$ cat config.mk
export PLATFORM = sky130hd
export DESIGN_NAME = sortable_lifo_stack
export DESIGN_NICKNAME = d
export VERILOG_FILES = /design/src/design/sls_pkg.sv /design/src/design/sls_ram.sv /design/src/design/sls_ctrl.sv /design/src/design/sls_datapath.sv /design/src/design/sortable_lifo_stack.sv
export SDC_FILE = /design/constraint.sdc
export NUM_CORES = 1
export LEC_CHECK = 0
export BUFFER_PORTS_ARGS = -buffer_cell sky130_fd_sc_hd__clkbuf_2
export CAP_MARGIN = 20
export CORE_MARGIN = 4
export CORE_UTILIZATION = 60
export CTS_BUF_LIST = sky130_fd_sc_hd__clkbuf_4 sky130_fd_sc_hd__clkbuf_8
export CTS_CLUSTER_DIAMETER = 80
export DETAILED_ROUTE_END_ITERATION = 10
export PLACE_DENSITY_LB_ADDON = 0.15
export SLEW_MARGIN = 20
export SYNTH_ARGS = -nofsm -noshare
export SYNTH_HDL_FRONTEND = slang
export SYNTH_SLANG_ARGS = --single-unit
$ cat constraint.sdc
create_clock -name clk -period 7.5 [get_ports clk]
set_input_delay 0.75 -clock clk [delete_from_list [all_inputs] [get_ports clk]]
set_output_delay 0.75 -clock clk [all_outputs]
set_load 0.01 [all_outputs]
$ cat src/design/sls_pkg.sv
`timescale 1ns / 1ps
// ----------------------------------------------------------------------------
// sls_pkg
// Shared types and codes for the sortable lifo stack: item layouts, operation
// and status codes, and the command/status bundle between control and datapath.
// ----------------------------------------------------------------------------
package sls_pkg;

  localparam int DataW      = 32;
  localparam int MaxResults = 16;
  localparam int ViewCntW   = $clog2(MaxResults + 1);

  localparam logic [2:0] OP_PUSH  = 3'd0;
  localparam logic [2:0] OP_POP   = 3'd1;
  localparam logic [2:0] OP_SORT  = 3'd2;
  localparam logic [2:0] OP_CLEAR = 3'd3;
  localparam logic [2:0] OP_VIEW  = 3'd4;

  localparam logic [1:0] ST_OK    = 2'd0;
  localparam logic [1:0] ST_EMPTY = 2'd1;
  localparam logic [1:0] ST_FULL  = 2'd2;

  typedef struct packed {
    logic [2:0]               operation;
    logic signed [DataW-1:0]  value;
  } in_item_t;

  typedef struct packed {
    logic signed [DataW-1:0]  data_value;
    logic [1:0]               status;
    logic [4:0]               entry_count;
    logic                     last_item;
  } result_t;

  typedef enum logic [3:0] {
    STEP_NONE,
    STEP_PUSH,
    STEP_FULL,
    STEP_POP_RD,
    STEP_POP_OUT,
    STEP_EMPTY,
    STEP_CLEAR,
    STEP_OK,
    STEP_VIEW_START,
    STEP_VIEW_OUT,
    STEP_SORT_START,
    STEP_SORT_LOAD,
    STEP_SORT_CMP,
    STEP_SORT_NEXT,
    STEP_SORT_FIN
  } dp_step_t;

  typedef struct packed {
    dp_step_t                 step;
    logic signed [DataW-1:0]  value;
  } dp_cmd_t;

  typedef struct packed {
    logic empty;
    logic full;
    logic few;
    logic view_last;
    logic pass_end;
    logic sort_done;
  } dp_status_t;

endpackage

$ cat src/design/sls_ram.sv
`timescale 1ns / 1ps
// ----------------------------------------------------------------------------
// sls_ram
// Generic single-write, single-read RAM with registered read data.
// ----------------------------------------------------------------------------
module sls_ram #(
  parameter int WIDTH = 32,
  parameter int DEPTH = 16,
  localparam int AW = (DEPTH > 1) ? $clog2(DEPTH) : 1
) (
  input  logic             clk,
  input  logic             we,
  input  logic [AW-1:0]    waddr,
  input  logic [WIDTH-1:0] wdata,
  input  logic             re,
  input  logic [AW-1:0]    raddr,
  output logic [WIDTH-1:0] rdata
);

  logic [WIDTH-1:0] mem [DEPTH];

  always_ff @(posedge clk) begin
    if (we) begin
      mem[waddr] <= wdata;
    end
    if (re) begin
      rdata <= mem[raddr];
    end
  end

endmodule

$ cat src/design/sls_ctrl.sv
`timescale 1ns / 1ps
// ----------------------------------------------------------------------------
// sls_ctrl
// Controller: decodes accepted items and sequences pop, view and sort walks
// over the stack memory by issuing datapath steps.
// ----------------------------------------------------------------------------
module sls_ctrl (
  input  logic                clk,
  input  logic                rst,
  input  logic                start,
  input  sls_pkg::in_item_t   item,
  input  sls_pkg::dp_status_t stat,
  output sls_pkg::dp_cmd_t    cmd,
  output logic                busy
);

  typedef enum logic [2:0] {
    S_IDLE,
    S_POP,
    S_VIEW,
    S_SORT_LOAD,
    S_SORT_CMP,
    S_SORT_END
  } state_t;

  state_t state, state_next;

  always_comb begin
    state_next = state;
    cmd.step   = sls_pkg::STEP_NONE;
    cmd.value  = item.value;
    unique case (state)
      S_IDLE: begin
        if (start) begin
          unique case (item.operation)
            sls_pkg::OP_PUSH: begin
              cmd.step = stat.full ? sls_pkg::STEP_FULL : sls_pkg::STEP_PUSH;
            end
            sls_pkg::OP_POP: begin
              if (stat.empty) begin
                cmd.step = sls_pkg::STEP_EMPTY;
              end else begin
                cmd.step   = sls_pkg::STEP_POP_RD;
                state_next = S_POP;
              end
            end
            sls_pkg::OP_SORT: begin
              if (stat.few) begin
                cmd.step = sls_pkg::STEP_OK;
              end else begin
                cmd.step   = sls_pkg::STEP_SORT_START;
                state_next = S_SORT_LOAD;
              end
            end
            sls_pkg::OP_CLEAR: begin
              cmd.step = sls_pkg::STEP_CLEAR;
            end
            sls_pkg::OP_VIEW: begin
              if (stat.empty) begin
                cmd.step = sls_pkg::STEP_EMPTY;
              end else begin
                cmd.step   = sls_pkg::STEP_VIEW_START;
                state_next = S_VIEW;
              end
            end
            default: begin
              cmd.step = sls_pkg::STEP_OK;
            end
          endcase
        end
      end
      S_POP: begin
        cmd.step   = sls_pkg::STEP_POP_OUT;
        state_next = S_IDLE;
      end
      S_VIEW: begin
        cmd.step = sls_pkg::STEP_VIEW_OUT;
        if (stat.view_last) begin
          state_next = S_IDLE;
        end
      end
      S_SORT_LOAD: begin
        cmd.step   = sls_pkg::STEP_SORT_LOAD;
        state_next = S_SORT_CMP;
      end
      S_SORT_CMP: begin
        cmd.step = sls_pkg::STEP_SORT_CMP;
        if (stat.pass_end) begin
          state_next = S_SORT_END;
        end
      end
      S_SORT_END: begin
        if (stat.sort_done) begin
          cmd.step   = sls_pkg::STEP_SORT_FIN;
          state_next = S_IDLE;
        end else begin
          cmd.step   = sls_pkg::STEP_SORT_NEXT;
          state_next = S_SORT_LOAD;
        end
      end
      default: begin
        state_next = S_IDLE;
      end
    endcase
  end

  always_ff @(posedge clk) begin
    if (rst) begin
      state <= S_IDLE;
      busy  <= 1'b0;
    end else begin
      state <= state_next;
      busy  <= (state_next != S_IDLE);
    end
  end

endmodule

$ cat src/design/sls_datapath.sv
`timescale 1ns / 1ps
// ----------------------------------------------------------------------------
// sls_datapath
// Datapath: stack memory, fill count, walk indexes, sort carry register and
// the registered result output.
// ----------------------------------------------------------------------------
module sls_datapath #(
  parameter int STACK_DEPTH = 16
) (
  input  logic                clk,
  input  logic                rst,
  input  sls_pkg::dp_cmd_t    cmd,
  output sls_pkg::dp_status_t stat,
  output sls_pkg::result_t    result,
  output logic                result_strobe
);

  localparam int AW = (STACK_DEPTH > 1) ? $clog2(STACK_DEPTH) : 1;
  localparam int FW = $clog2(STACK_DEPTH + 1);
  localparam int VW = sls_pkg::ViewCntW;
  localparam int DW = sls_pkg::DataW;

  logic [FW-1:0]        fill, fill_next;
  logic [AW-1:0]        idx, lo, top;
  logic [VW-1:0]        view_left, view_init;
  logic signed [DW-1:0] carry, carry_next;
  logic signed [DW-1:0] rdata;
  logic [DW-1:0]        rdata_raw;
  logic                 carry_gt;

  logic                 we, re;
  logic [AW-1:0]        waddr, raddr;
  logic [DW-1:0]        wdata;

  logic                 emit;
  sls_pkg::result_t     res_next;

  sls_ram #(
    .WIDTH (DW),
    .DEPTH (STACK_DEPTH)
  ) u_store (
    .clk   (clk),
    .we    (we),
    .waddr (waddr),
    .wdata (wdata),
    .re    (re),
    .raddr (raddr),
    .rdata (rdata_raw)
  );

  assign rdata     = $signed(rdata_raw);
  assign top       = AW'(fill - FW'(1));
  assign carry_gt  = carry > rdata;
  assign view_init = (32'(fill) > 32'(sls_pkg::MaxResults)) ?
                     VW'(sls_pkg::MaxResults) : VW'(fill);

  assign stat.empty     = (fill == '0);
  assign stat.full      = (fill == FW'(STACK_DEPTH));
  assign stat.few       = (fill < FW'(2));
  assign stat.view_last = (view_left == VW'(1));
  assign stat.pass_end  = (idx == lo);
  assign stat.sort_done = ((lo + AW'(1)) == top);

  always_comb begin
    we         = 1'b0;
    waddr      = lo;
    wdata      = carry;
    re         = 1'b0;
    raddr      = top;
    fill_next  = fill;
    carry_next = carry;
    emit       = 1'b0;
    res_next.data_value  = '0;
    res_next.status      = sls_pkg::ST_OK;
    res_next.last_item   = 1'b1;
    unique case (cmd.step)
      sls_pkg::STEP_PUSH: begin
        we        = 1'b1;
        waddr     = AW'(fill);
        wdata     = cmd.value;
        fill_next = fill + FW'(1);
        emit      = 1'b1;
      end
      sls_pkg::STEP_FULL: begin
        res_next.status = sls_pkg::ST_FULL;
        emit            = 1'b1;
      end
      sls_pkg::STEP_POP_RD: begin
        re        = 1'b1;
        fill_next = fill - FW'(1);
      end
      sls_pkg::STEP_POP_OUT: begin
        res_next.data_value = rdata;
        emit                = 1'b1;
      end
      sls_pkg::STEP_EMPTY: begin
        res_next.status = sls_pkg::ST_EMPTY;
        emit            = 1'b1;
      end
      sls_pkg::STEP_CLEAR: begin
        fill_next = '0;
        emit      = 1'b1;
      end
      sls_pkg::STEP_OK: begin
        emit = 1'b1;
      end
      sls_pkg::STEP_VIEW_START: begin
        re = 1'b1;
      end
      sls_pkg::STEP_VIEW_OUT: begin
        re                  = !stat.view_last;
        raddr               = idx;
        res_next.data_value = rdata;
        res_next.last_item  = stat.view_last;
        emit                = 1'b1;
      end
      sls_pkg::STEP_SORT_START: begin
        re = 1'b1;
      end
      sls_pkg::STEP_SORT_LOAD: begin
        re         = 1'b1;
        raddr      = idx - AW'(1);
        carry_next = rdata;
      end
      sls_pkg::STEP_SORT_CMP: begin
        // larger value keeps sinking toward the bottom
        we         = 1'b1;
        waddr      = idx + AW'(1);
        wdata      = carry_gt ? rdata : carry;
        carry_next = carry_gt ? carry : rdata;
        re         = !stat.pass_end;
        raddr      = idx - AW'(1);
      end
      sls_pkg::STEP_SORT_NEXT: begin
        we = 1'b1;
        re = 1'b1;
      end
      sls_pkg::STEP_SORT_FIN: begin
        we   = 1'b1;
        emit = 1'b1;
      end
      default: begin
      end
    endcase
    res_next.entry_count = 5'(fill_next);
  end

  always_ff @(posedge clk) begin
    if (rst) begin
      fill          <= '0;
      result_strobe <= 1'b0;
    end else begin
      fill          <= fill_next;
      result_strobe <= emit;
    end
  end

  always_ff @(posedge clk) begin
    carry <= carry_next;
    if (emit) begin
      result <= res_next;
    end
    unique case (cmd.step)
      sls_pkg::STEP_VIEW_START: begin
        idx       <= top - AW'(1);
        view_left <= view_init;
      end
      sls_pkg::STEP_VIEW_OUT: begin
        idx       <= idx - AW'(1);
        view_left <= view_left - VW'(1);
      end
      sls_pkg::STEP_SORT_START: begin
        idx <= top;
        lo  <= '0;
      end
      sls_pkg::STEP_SORT_LOAD, sls_pkg::STEP_SORT_CMP: begin
        idx <= idx - AW'(1);
      end
      sls_pkg::STEP_SORT_NEXT: begin
        idx <= top;
        lo  <= lo + AW'(1);
      end
      default: begin
      end
    endcase
  end

endmodule

$ cat src/design/sortable_lifo_stack.sv
`timescale 1ns / 1ps
// ----------------------------------------------------------------------------
// sortable_lifo_stack
// Bounded LIFO stack of signed 32-bit values with push, pop, clear, an
// in-place ascending sort (smallest on top) and a top-to-bottom view.
// ----------------------------------------------------------------------------
// channel   ports                    handshake
// item in   start, busy, cmd         taken when start is high and busy is low
// result    result_strobe, result    one cycle per result, cannot be held off
//
// push, clear, sort below two entries, invalid codes and empty pop/view:
// result in the cycle after the item, next item taken in that same cycle.
// pop: one memory read; view: min(entries, 16) results, top first.
// sort: bubble passes over the memory through its single read port; busy
// stays high meanwhile for n >= 2 entries, and stays low below that.
// reset clears the fill count; stack contents are left as they are.
// ----------------------------------------------------------------------------
module sortable_lifo_stack #(
  parameter int STACK_DEPTH = 16
) (
  input  logic              clk,
  input  logic              rst,
  input  logic              start,
  output logic              busy,
  input  sls_pkg::in_item_t cmd,
  output logic              result_strobe,
  output sls_pkg::result_t  result
);

  sls_pkg::dp_cmd_t    dp_cmd;
  sls_pkg::dp_status_t dp_stat;

  sls_ctrl u_ctrl (
    .clk   (clk),
    .rst   (rst),
    .start (start),
    .item  (cmd),
    .stat  (dp_stat),
    .cmd   (dp_cmd),
    .busy  (busy)
  );

  sls_datapath #(
    .STACK_DEPTH (STACK_DEPTH)
  ) u_dp (
    .clk           (clk),
    .rst           (rst),
    .cmd           (dp_cmd),
    .stat          (dp_stat),
    .result        (result),
    .result_strobe (result_strobe)
  );

  a_quick_ops: assert property (@(posedge clk) disable iff (rst)
    (start && !busy && cmd.operation != sls_pkg::OP_POP &&
     cmd.operation != sls_pkg::OP_VIEW && cmd.operation != sls_pkg::OP_SORT)
    |=> result_strobe)
    else $error("single-cycle item gave no result");

  a_view_busy: assert property (@(posedge clk) disable iff (rst)
    (result_strobe && !result.last_item) |-> busy)
    else $error("non-final view result while idle");

  a_full_count: assert property (@(posedge clk) disable iff (rst)
    (result_strobe && result.status == sls_pkg::ST_FULL)
    |-> (result.entry_count == 5'(STACK_DEPTH)))
    else $error("full status with stack not full");

  a_empty_zero: assert property (@(posedge clk) disable iff (rst)
    (result_strobe && result.status == sls_pkg::ST_EMPTY)
    |-> (result.entry_count == 5'd0 && result.data_value == '0))
    else $error("empty status with entries or data");

endmodule
==> results of run 1 <==
[final cells by class]
type / count / area (um^2)
multi-input combinational: 978 / 8270
tap: 600 / 751
clock inverter: 47 / 312
clock buffer: 138 / 1670
inverter: 45 / 169
sequential: 639 / 19100
timing repair buffer: 116 / 711
fill: 3109 / 14600
[sequential cells by signal, summed over array words and instances (netlist names)]
name	flops
u_dp.result	40
u_dp.lo	4
u_dp.view_left	5
u_dp.result_strobe	1
u_dp.idx	4
u_dp.u_store.mem	512
u_dp.u_store.rdata	32
u_ctrl.busy	1
u_dp.fill	5
u_ctrl.state	3
u_dp.carry	32
[worst register-to-register path, cell delays in order (launching register included)]
cell and delay, ns:
dfxtp_1 0.57, inv_1 0.26, ha_1 0.29, nor4b_2 0.19, maj3_1 0.39, o21ai_2 0.31
and3_2 0.89, a221oi_2 0.23, clkbuf_4 0.28, nor3_4 0.76, buf_4 0.45
[metal layers]
| layer | global-route usage [%] | share of wire (%) |
|---|---|---|
| met1 | 34.9 | 41 |
| met2 | 43.1 | 50 |
| met3 | 4.36 | 6.5 |
| met4 | 9.35 | 3.2 |
| met5 | 0 | 0 |
[cells by family (layout without fill, tap and decap cells)]
kind of cell    count (synthesis)  after routing
buf+inv                       143            346
xor+xnor                       24             24
fa+ha+maj                      43             43
compound gates                123            123
simple gates                  300            300
mux                           488            488
flops                         639            639
[path summary, 6_finish.rpt]
check	from	endpoint	slack (ns)
setup / recovery	u_dp.fill[0]	u_dp.u_store.mem[3][21]	2.53
hold / removal	rst	u_dp.fill[2]	0.41
hold reg to reg	u_dp.u_store.rdata[22]	u_dp.carry[22]	0.48
setup reg to reg	u_dp.fill[0]	u_dp.u_store.mem[3][21]	2.53
[report_power, final]
part / leakage (uW) / internal (uW) / switching [uW]
registers: 0.00582 / 4160 / 77.0
logic: 0.00527 / 693 / 1120
clock network: 0.00104 / 1580 / 1320
[synth_stat cells (all sizes together) (2+ instances only)]
cell type | number | area (um^2)
nand2 | 106 | 398
dfxtp | 10 | 200
buf | 72 | 392
ha | 42 | 526
o211ai | 4 | 30.0
edfxtp | 629 | 18900
nand3 | 46 | 235
o31a | 2 | 17.5
xor2 | 9 | 78.8
clkbuf | 26 | 97.6
or2 | 2 | 12.5
o21ai | 18 | 93.8
and2 | 2 | 13.8
mux2i | 488 | 4880
o21bai | 3 | 22.5
o211a | 2 | 20.0
nor3b | 5 | 42.5
o221ai | 6 | 52.6
nand3b | 4 | 30.0
a21boi | 4 | 33.8
nor4b | 4 | 53.8
xnor2 | 15 | 131
a221oi | 4 | 47.6
inv | 45 | 169
a21oi | 23 | 119
o221a | 2 | 22.5
a221o | 34 | 343
nand2b | 9 | 56.3
nor2 | 35 | 131
a21o | 3 | 22.5
and3 | 6 | 37.5
nand4 | 11 | 75.1
nor3 | 58 | 295
o31ai | 2 | 15.0
or3 | 5 | 36.3
nor2b | 7 | 43.8
a211oi | 9 | 72.6
[stage by stage]
| step | area [um^2] | power (uW) | hold WS, ns | instances | setup slack (ns) |
|---|---|---|---|---|---|
| finish | 31000 | 8950 | 0.407 | 2563 | 2.53 |
| global route | 31000 | 9310 | 0.364 | 2563 | 2.32 |
| CTS | 30900 | 9010 | 0.337 | 2562 | 2.46 |
| detailed placement | 29000 | 6120 | 0.473 | 2377 | 2.49 |
| global placement | 28900 | 6090 | 0.462 | 2377 | 2.52 |
| floorplan | 27800 | 5550 | 0.451 | 1760 | 2.19 |
==> impl_metrics.toml, run 1 <==
[outcome]
status = "complete, no violations"

[logic_synthesis]
ys_types = 63
synth_top_family_by_area = "multiplexers"
synth_compound_area_share_pct = 3.49
synth_cells = 1760
synthArstFlopShare_pct = 0
synth_edf_count = 629
ys_seq_area_share_pct = 68.6
ys.flop_type = "edfxtp_1"
syn_nets = 1840
muxShareOfSynthArea_pct = 17.6
synth_fa_ha_area_share_pct = 1.93
synth-simple-area-share_pct = 5.26
yosys_warnings = 0
synth-xor-area-share_pct = 0.756
postSynthRegisterBits = 639
synth_area_per_cell_um2 = 15.8
synth_area_mm2 = 0.0278

[route]
drc = 0
drt-initial-drc-count = 1668
drtAntennaViolNets = 0
avgViaCountPerCell = 6.20
drt_wl_total_mm = 65.5
vias = 15900
routedWlPerCell_um = 25.5
dr.pass1.iters = 8

[worst_setup_path]
worst_ep_arrival_time_ns = 5.31
ff2ff_path_depth = 10
path_depth = 10
critPathSlowestCell = "and3_2"
crit_chain = "inv_1, ha_1, nor4b_2, maj3_1, o21ai_2, and3_2, a221oi_2, clkbuf_4, nor3_4, buf_4"
critPathBufInv = 3
start_kind = "flip-flop"
cp_top_family = "simple AND/OR/NAND/NOR gates"
criticalPathCategory = "reg2reg"
critPathRequiredTime_ns = 7.84
max_stage_delay_ns = 0.89
cp_max_fo = 37
critPathCaptureType = "flip-flop"

[timing]
worst_pin_slew_ns = 1.14
slew_headroom_pct = 23.8
fmax_ghz = 0.201
fin_skew_ns = 0.0241
setup_violations = 0
hold_viol_final = 0
period_share_pct = 66.3
tns_ns = 0
post-route-min-period_ns = 4.97
slew_violations = 0
rsz0062_at_grt = "no"

[global_route]
antenna_found_initial = 0
grt_max_degree = 143
first_global_vias = 15600
gr-total-overflow = 0
grt_pass1_wl_mm = 97.0
track_usage_pct = 25.9

[floorplanning]
die_h_um = 223
io-pin-count = 80
die-width_um = 223
rows = 78
coreArea_mm2 = 0.0456
dieArea_mm2 = 0.0499
start_util_pct = 61.0

[clocking]
cts-root-buf = "clkbuf_8"
cts_setup_buffers = 0
htreeDepth = 3
clock-sinks = 639
insertion_delay_ns = 0.69
clk_pin_slew_ns = 0.06
cts_resized = 0
cts_inserted_buffers = 100
clock_path_buffers = 3
cts_tree = "yes"
hold_buffers = 0

[placement]
io_buffer_count = 79
gp_congestion = 0.861
place.detailed.hpwl_mm = 40.7

[final_layout]
fin_util_pct = 68.0
antenna_cells = 0
most-common-layout-cells = "edfxtp_1, mux2i_1, nand2_1"
layout_commonest_cell = "edfxtp_1"
area_growth_pct = 11.4
layout-drive-gt1-share_pct = 16.3
final_nets = 1960

[power]
p_leak_uw = 0.0121
irDropWorstVdd_mv = 0.215
p_per_area_mw_per_mm2 = 289

[min_path]
holdPathStages = 2
hp-class = "in2reg"

[run]
cap_violations = 0
Power figures use the tool's default switching activity.
==> run 2, diff against run 1 <==
==> constraint.sdc (replaced) <==
create_clock -name clk -period 4.6 [get_ports clk]
set_input_delay 0.46 -clock clk [delete_from_list [all_inputs] [get_ports clk]]
set_output_delay 0.46 -clock clk [all_outputs]
set_load 0.01 [all_outputs]
==> run 2 against run 1 <==
Effect of this change: flip-flop and latch count unchanged; via count down 0.52%; critical endpoint is now u_dp.u_store.mem[6][1]; utilization is 0.80 points higher; maximum frequency up 28%; sequential share of layout area decreased by 0.72 points; count of clock-buffer cells in the layout down 9; routed wire length fell by 1.8%.
==> impl_metrics.toml, run 2 (synthesis results as in run 1) <==
[outcome]
status = "complete, no violations"

[worst_setup_path]
worst_ep_arrival_time_ns = 4.25
start_kind = "flip-flop"
criticalPathCategory = "reg2reg"
critPathRequiredTime_ns = 4.97
critPathCaptureType = "flip-flop"
cp_max_fo = 18

[power]
switchingPower_uw = 4040
internal-power_uw = 10500
p_leak_uw = 0.0123
p_comb_share_pct = 20.4
clkPwrFrac_pct = 32.3
p_sw_share_pct = 27.8
irDropWorstVdd_mv = 0.304
p_seq_share_pct = 47.4
p_per_area_mw_per_mm2 = 464

[global_route]
top_usage_layer = "met2"
gr-total-overflow = 0
first_global_vias = 15900
grt_max_degree = 101
antenna_found_initial = 1
groute.layer.met2.usage_pct = 40.9
grt_pass1_wl_mm = 95.6
track_usage_pct = 25.5
met3_usage_pct = 5.03
gr-usage-met1_pct = 35.0

[route]
vias = 15800
drt_wl_total_mm = 64.3
drtAntennaViolNets = 0
dr.pass1.iters = 5
routedWlPerCell_um = 24.8
drc = 0
avgViaCountPerCell = 6.10
drt-initial-drc-count = 1490

[final_layout]
n_fill_cell = 3043
largest_reg_flops = 512
largest_register = "u_dp.u_store.mem"
final_nets = 1987
layout-drive-gt1-share_pct = 17.3
top_regs = "u_dp.u_store.mem x512, u_dp.result x40"
layout_commonest_cell = "edfxtp_1"
final_area_mm2 = 0.0313
most-common-layout-cells = "edfxtp_1, mux2i_1, nand2_1"
area_growth_pct = 12.7
antenna_cells = 0

[timing]
setup_violations = 0
worst_pin_slew_ns = 0.919
fin_skew_ns = 0.0276
setup_slack_ns = 0.723
fmax_ghz = 0.258
rsz0062_at_grt = "no"
hold_viol_final = 0
slew_headroom_pct = 38.5
post-route-min-period_ns = 3.88
slew_violations = 0
period_share_pct = 84.3

[floorplanning]
io-pin-count = 80
die_h_um = 223
rows = 78
dieArea_mm2 = 0.0499
coreArea_mm2 = 0.0456
die-width_um = 223
start_util_pct = 61.0

[min_path]
hp-class = "in2reg"

[placement]
place.detailed.hpwl_mm = 39.4
placed_cell_area_mm2 = 0.0294
place_ws_ns = 0.851
gp_congestion = 0.905
io_buffer_count = 79

[clocking]
insertion_delay_ns = 0.69
cts_inserted_buffers = 100
cts_tree = "yes"
clk_pin_slew_ns = 0.07
clock_path_buffers = 3
htreeDepth = 3
hold_buffers = 0
cts-root-buf = "clkbuf_8"
cts_setup_buffers = 0
clock-sinks = 639
cts_resized = 0

[run]
cap_violations = 0
## run 2: cell count changes in the layout (fill, tap and decap cells not counted), moves of 2 or more
cell	previous run	this run
buf_4	33	48
nor3_2	11	9
buf_12	3	16
clkinv_2	8	16
nor3_4	6	8
clkbuf_4	37	26
## run 2: worst paths after layout
path / start / to / slack, ns / cells past startpoint
worst max-delay path: u_dp.u_store.rdata[31] / u_dp.u_store.mem[6][1] / 0.72 / 10
worst min-delay path: rst / u_dp.fill[3] / 0.10 / 2
worst max register to register: u_dp.u_store.rdata[31] / u_dp.u_store.mem[6][1] / 0.72 / 10
worst min register to register: u_dp.u_store.rdata[23] / u_dp.carry[23] / 0.48 / 0
## run 2: cell type report
cell class / instances / area, um^2 / area share [%]
clock buffer: 129 / 1610 / 5.15
clock inverter: 57 / 365 / 1.17
inverter: 45 / 169 / 0.539
multi-input combinational: 978 / 8280 / 26.4
sequential: 639 / 19100 / 60.9
tap: 600 / 751 / 2.40
timing repair buffer: 143 / 1080 / 3.43
## run 2: through the flow
step                      hold slack (ns)  util [%]  setup TNS (ns)  std cells  total power [uW]
after global routing               0.0981      68.8               0       2591             15100
after floorplan                     0.451         -         -182.74       1760              9050
after detailed placement            0.466      64.4               0       2405              9940
final                               0.101      68.8               0       2591             14500
after global placement              0.462      64.4               0       2405              9890
after CTS                          0.0461      68.8               0       2591             14600
## run 2: power by group through the flow
stage	clock [uW]	sequential, uW	combinational, uW
6_report	4690	6880	2960
5_1_grt	5070	6890	3160
4_1_cts	4780	6880	2960
3_5_place_dp	0	7000	2950
3_3_place_gp	0	6990	2900
2_1_floorplan	0	7010	2040
## run 2: layer usage
metal  part of all wire [%]  routed length [um]
met1                     42               26700
met2                     47               30500
met4                    3.2                2040
met5                      0                   0
met3                    7.8                5030
## run 2: critical path, stage by stage (launching register included)
cell	delay (ns)
edfxtp_1	0.38
inv_1	0.08
ha_1	0.35
nand4_2	0.15
or3_1	0.44
o21bai_1	0.19
o211a_1	0.24
a221oi_2	0.36
and3_1	0.52
buf_12	0.22
a221o_1	0.62
